### src/rtl/lphm_pkg.sv
`timescale 1ns / 1ps
package lphm_pkg;

	localparam int SLOTS  = 64;
	localparam int SLOT_W = $clog2(SLOTS);
	localparam int CNT_W  = 7;
	localparam int KEY_W  = 64;
	localparam int VAL_W  = 64;

	localparam logic [63:0] MIX_C1 = 64'hFF51AFD7ED558CCD;
	localparam logic [63:0] MIX_C2 = 64'hC4CEB9FE1A85EC53;
	localparam int MIX_SHIFT = 33;

	localparam logic [CNT_W-1:0] LOAD_LIMIT_RST = 7'd48;

	typedef enum logic [2:0] {
		MODE_INSERT = 3'd0,
		MODE_LOOKUP = 3'd1,
		MODE_REMOVE = 3'd2,
		MODE_CLEAR  = 3'd3,
		MODE_LIST   = 3'd4
	} mode_t;

	typedef enum logic [1:0] {
		STAT_DONE = 2'd0,
		STAT_NULL = 2'd1,
		STAT_FULL = 2'd2
	} stat_t;

	// control between the sequencer and the hash unit
	typedef struct packed {
		logic start;
		logic [KEY_W-1:0] key;
	} hash_req_t;

	typedef struct packed {
		logic done;
		logic [SLOT_W-1:0] slot;
	} hash_rsp_t;

	// slot memory write port
	typedef struct packed {
		logic we;
		logic [SLOT_W-1:0] addr;
		logic [KEY_W-1:0] key;
		logic [VAL_W-1:0] value;
	} ram_wr_t;

endpackage

### src/rtl/lphm_hash.sv
`timescale 1ns / 1ps
module lphm_hash import lphm_pkg::*; (
	input  logic      clk,
	input  logic      arst_n,
	input  hash_req_t req,
	output hash_rsp_t rsp
);

	logic        busy_q;
	logic        ph_q;
	logic [1:0]  st_q;
	logic [63:0] a_q;
	logic [63:0] acc_q;
	logic [63:0] prod_q;
	logic        done_q;
	logic [SLOT_W-1:0] slot_q;

	logic [63:0] b;
	logic [31:0] opa;
	logic [31:0] opb;
	logic [31:0] hi_sum;
	logic [63:0] acc_n;
	logic [63:0] mix;

	// select one 32x32 partial product per cycle
	always_comb begin
		b = ph_q ? MIX_C2 : MIX_C1;
		case (st_q)
			2'd1: begin
				opa = a_q[31:0];
				opb = b[63:32];
			end
			2'd2: begin
				opa = a_q[63:32];
				opb = b[31:0];
			end
			default: begin
				opa = a_q[31:0];
				opb = b[31:0];
			end
		endcase
		hi_sum = acc_q[63:32] + prod_q[31:0];
		acc_n  = {hi_sum, acc_q[31:0]};
		mix    = acc_n ^ (acc_n >> MIX_SHIFT);
	end

	// registered shared multiplier
	always_ff @(posedge clk) begin
		prod_q <= {32'b0, opa} * {32'b0, opb};
	end

	// step the two multiplications
	always_ff @(posedge clk or negedge arst_n) begin
		if (!arst_n) begin
			busy_q <= 1'b0;
			ph_q   <= 1'b0;
			st_q   <= 2'd0;
			done_q <= 1'b0;
		end else begin
			done_q <= 1'b0;
			if (req.start) begin
				busy_q <= 1'b1;
				ph_q   <= 1'b0;
				st_q   <= 2'd0;
			end else if (busy_q) begin
				st_q <= st_q + 2'd1;
				if (st_q == 2'd3) begin
					if (ph_q) begin
						busy_q <= 1'b0;
						done_q <= 1'b1;
					end
					ph_q <= ~ph_q;
				end
			end
		end
	end

	always_ff @(posedge clk) begin
		if (req.start) begin
			a_q <= req.key ^ (req.key >> MIX_SHIFT);
		end else if (busy_q) begin
			case (st_q)
				2'd1: acc_q <= prod_q;
				2'd2: acc_q <= acc_n;
				2'd3: begin
					if (ph_q) slot_q <= mix[SLOT_W-1:0];
					else a_q <= mix;
				end
				default: ;
			endcase
		end
	end

	assign rsp.done = done_q;
	assign rsp.slot = slot_q;

endmodule

### config.mk
export PLATFORM = sky130hd
export DESIGN_NAME = lphm_hash
export DESIGN_NICKNAME = d
export VERILOG_FILES = /design/src/rtl/lphm_pkg.sv /design/src/rtl/lphm_hash.sv
export SDC_FILE = /design/constraint.sdc
export NUM_CORES = 2
export LEC_CHECK = 0
export BUFFER_PORTS_ARGS = -buffer_cell sky130_fd_sc_hd__buf_2
export CORE_AREA = 3 3 339 341
export CTS_BUF_LIST = sky130_fd_sc_hd__clkbuf_4
export CTS_CLUSTER_SIZE = 25
export DETAILED_ROUTE_END_ITERATION = 10
export DIE_AREA = 0 0 342 344
export PLACE_DENSITY = 0.46
export SYNTH_ARGS = -nofsm -noshare
export SYNTH_HDL_FRONTEND = slang
export SYNTH_SLANG_ARGS = --single-unit
### constraint.sdc
create_clock -name clk -period 20.8 [get_ports clk]
set_input_delay 2.08 -clock clk [delete_from_list [all_inputs] [get_ports clk]]
set_output_delay 2.08 -clock clk [all_outputs]
set_load 0.02 [all_outputs]
---- Yosys cells after proc, flatten, opt, wreduce, memory -nomap -nowiden ----
Index checks and enable logic that the tools add are counted.
storage, ports and cells
  bits in registers ....................... 203
  bits in latches ......................... 0
  memory bits (writable) .................. 0
  ROM bits ................................ 0
  input bits .............................. 67
  output and inout port bits .............. 7
  memories kept ........................... 0
operators by class
  add/subtract/negate cells ............... 2
  multipliers ............................. 1
  div/mod/pow operators ................... 0
  magnitude comparators ................... 0
  eq/ne operators ......................... 4
  shift-type cells ........................ 0
  muxes and demuxes ....................... 21
  bitwise logic cells ..................... 5
  reduce and logical (&&, ||, !) cells .... 8
operators by type and width
  kind                                                                   count
  64-bit two-way mux                                                     4
  64-bit one-hot mux with 2 select lines                                 1
  64-bit by 31-bit XOR with 64-bit output                                2
  32-bit by 32-bit multiplier with 64-bit output                         1
  32-bit two-way mux                                                     2
  62-bit two-way mux                                                     1
  32-bit adder                                                           1
  1-bit two-way mux                                                      11
  4-bit AND reduction                                                    2
  3-bit AND reduction                                                    2
  2-bit nonzero test                                                     3
  2-bit equality test, second input constant                             2
  2-bit two-way mux                                                      2
  1-bit NOT                                                              3
  2-bit by 1-bit adder with 2-bit output, second input constant          1
  2-bit by 1-bit equality test with 1-bit output, second input constant  1
  2-bit inequality test, second input constant                           1
  2-bit AND reduction                                                    1

---- Depth between registers and ports, before layout ----
  depth after elaboration ................. 6
  depth in mapped cells ................... 37

---- Worst setup path after synthesis ----
No wires, ideal clock.
  path kind ............................... register to register
  start ................................... register st_q[0]
  end ..................................... register prod_q[63]
  setup time .............................. 72 ps
  arrival time ............................ 8,881 ps
  data required time ...................... 20,728 ps
  slack ................................... 11,846 ps
  stages on the path, launching flop included .. 34
  path through ............................ dfrtp_1 > ha_1 > inv_1 > clkbuf_1 > ha_1 > clkbuf_1 > clkbuf_1 > clkbuf_1 > clkbuf_1 > nor2_1 > fa_1 > fa_1 > fa_1 > inv_1 > fa_1 > inv_1 > fa_1 > fa_1 > fa_1 > inv_1 > fa_1 > inv_1 > ha_1 > buf_2 > and4_1 > nand3_1 > nor4b_2 > a21oi_1 > and3b_4 > or2_4 > a211oi_2 > nor3_1 > o41ai_2 > xnor2_1
on the way
  longest elaborated chain between the ends .. 3
  elaborated cells on any way between the ends .. 5
  those cells by class .................... 1 x mul; 2 x eq/ne; 2 x mux
RTL lines
  element                                                                                line             RTL
  start: declaration                                                                     lphm_hash.sv:11  logic [1:0] st_q;
  start signal: assignment                                                               lphm_hash.sv:66  st_q <= st_q + 2'd1;
  2-bit equality test or 2-bit by 1-bit equality test with 1-bit output (tied branches)  lphm_hash.sv:28  case (st_q)
  32-bit two-way mux                                                                     lphm_hash.sv:28
  32-bit by 32-bit multiplier with 64-bit output *                                       lphm_hash.sv:49  prod_q <= {32'b0, opa} * {32'b0, opb};
  end signal: assignment                                                                 lphm_hash.sv:49
  end: declaration                                                                       lphm_hash.sv:14  logic [63:0] prod_q;
Mark *: on every way between the ends. The rest lies on a longest branch, timed or not.
A chain may end at the register's enable or synchronous reset.

---- Final worst setup path ----
  start ................................... register st_q[1]
  end ..................................... register prod_q[59]
The elaborated chain is that of the path after synthesis.

==> impl_metrics.toml <==
[run_status]
status = "finished, final reports clean"

[timing]
finalHoldViolCount = 0
layout_setup_ws_ps = 10130
relSlewSlack = 0.0589
tns_ps = 0
clock_skew_ps = 38.5
slew_violations = 0
period_needed_ps = 10670
setup-violations-final = 0
post-route-period-util = 0.513
tightest_slew_ps = 1410
rsz0062_at_grt = "false"
fmax_mhz = 93.7

[floorplan]
start_util = 0.348
ios = 74
die-area_mm2 = 0.118
die_h_um = 344
die_x_um = 342
coreArea_mm2 = 0.112
rows = 123

[clocking]
cts_resized = 0
cts_sinks = 203
root_buffer = "clkbuf_4"
clk_latency_ps = 680
ctsHoldBuffers = 0
tritoncts = "yes"
clk_pin_slew_worst_paths_ps = 80
cts_setup_buffers = 0
cts_max_level = 2
numCtsBuffers = 46
cts_max_path_buffers = 3

[finish]
diodes = 0
final_cell_count_no_fill = 5482
final_common_cell = "inv_1"
area_delta_synth_final_pct = 7.07
drive_gt1_frac = 0.0806
n_fill_cell = 11500
finalCoreUtilization = 0.373
final_cell_mix = "inv_1 (926), fa_1 (781), ha_1 (378)"
nets = 5176

[worst_setup_path]
worst_ep_arrival_time_ps = 11270
crit_type = "reg2reg"
endpoint_kind = "flip-flop"
critPathSlowestCell = "nor2_1"
start_kind = "flip-flop"
cpMostUsedCell = "inv_1"
worstPathRequired_ps = 21400
crit_fanout = 43
cp_slowest_stage_delay_ps = 710

[synthesis]
synth_area_mm2 = 0.0391
syn_inst = 3899
synthesis.nets = 5128
synth_cell_type_count = 82
ys_seq_area_frac = 0.139
synth_top_flop_cell = "edfxtp_1"
synth_warnings = 0
syn_area_per_cell_um2 = 10.0
synth-edff-count = 134
ys_ff_latch = 203
synthTopCellsByArea = "fa_1 (40%), ha_1 (12%), edfxtp_1 (10%), inv_1 (8.9%), dfxtp_1 (3.3%)"
async_flop_share = 0.0246
yosys.area.top_type = "fa_1"
synth_top_area_share = 0.400

[route]
via_count = 26900
routed_wl_um = 136000
wire_per_inst_um = 24.8
ant_nets = 0
first_pass_iters = 5
viasPerCell = 4.92
initialDrtViolationCount = 1884
drc = 0

[global_routing]
grt_max_degree = 65
track_usage = 0.237
grt_pass1_vias = 29400
antenna_found_initial = 7
overflow = 0
grt_pass1_wl_um = 202000

[place]
port_buffers = 73
place_inst = 5399
dp_hpwl_um = 118000
preCtsSetupSlack_ps = 10200
gp_congestion = 0.930

[flow_run]
cap_violations = 0

[worst_hold_path]
hp-class = "reg2reg"
[state kept, by name (all words and copies together), names as in the netlist]
signal	cells
acc_q	64
st_q	2
busy_q	1
prod_q	64
ph_q	1
a_q	64
slot_q	6
done_q	1
[cell usage after synthesis, types with 71 or more instances]
cell / instances
inv_1: 927
fa_1: 781
ha_1: 381
nor2_1: 260
nand2_1: 188
xnor2_1: 139
edfxtp_1: 134
a21oi_1: 131
a21o_1: 92
clkbuf_1: 92
xor2_1: 87
o21ai_0: 85
mux2_2: 71
[worst max-delay path, delay by kind of cell, from the launching register on]
kind	cells	cell delay [ps]
XOR/XNOR	1	140
buffers and inverters	12	1700
flip-flops	1	440
AND/OR/NAND/NOR	5	1550
adder cells (fa/ha/maj)	11	4610
AO/OA/AOI/OAI	8	2100
[stage by stage]
step / instance area, um^2 / hold slack, ps
floorplan: 39100 / 509
global placement: 41200 / 523
detailed placement: 41200 / 522
CTS: 41900 / 541
global route: 41900 / 558
finish: 41900 / 539
[layer usage]
layer | vias up | routed length [um] | GRT usage | share of wire
li1 | 12100 | - | - | -
met1 | 13800 | 60500 | 0.330 | 0.44
met2 | 807 | 63400 | 0.384 | 0.47
met3 | 178 | 6130 | 0.0244 | 0.045
met4 | 0 | 6050 | 0.0858 | 0.044
met5 | - | 0 | 0 | 0
[path summary, 6_finish.rpt]
check | start | end | slack, ps | cells past startpoint
max | st_q[1] | prod_q[59] | 10130 | 37
min | prod_q[49] | acc_q[49] | 540 | 1
max reg2reg | st_q[1] | prod_q[59] | 10130 | 37
min reg2reg | prod_q[49] | acc_q[49] | 540 | 1
max in group asynchronous | arst_n | st_q[1] | 19400 | 1
min in group asynchronous | arst_n | busy_q | 1220 | 1
[cell type report]
class                      count  area, um^2  share of cell area
multi-input combinational   2644       29700               0.710
timing repair buffer         116         691              0.0165
clock inverter                12        76.3             0.00182
sequential                   203        5430               0.130
clock buffer                  71         533              0.0127
tap                         1500        1880              0.0448
inverter                     936        3510              0.0839
[cell families (layout without fill, tap and decap cells)]
group	count (synthesis)	after routing	synth area share
muxes	94	94	0.0263
xor gates and xnor gates	230	230	0.0525
and+or+nand+nor	725	725	0.0866
AOI/OAI and AO/OA	425	425	0.0702
buffers and inverters	1052	1135	0.102
DFF	203	203	0.139
adders and majority gates	1169	1169	0.524
other	1	1	0.0000959
Power is left out: the tool's default activity adds up to more than one toggle a clock period on the data nets, which glitch-free logic cannot reach.
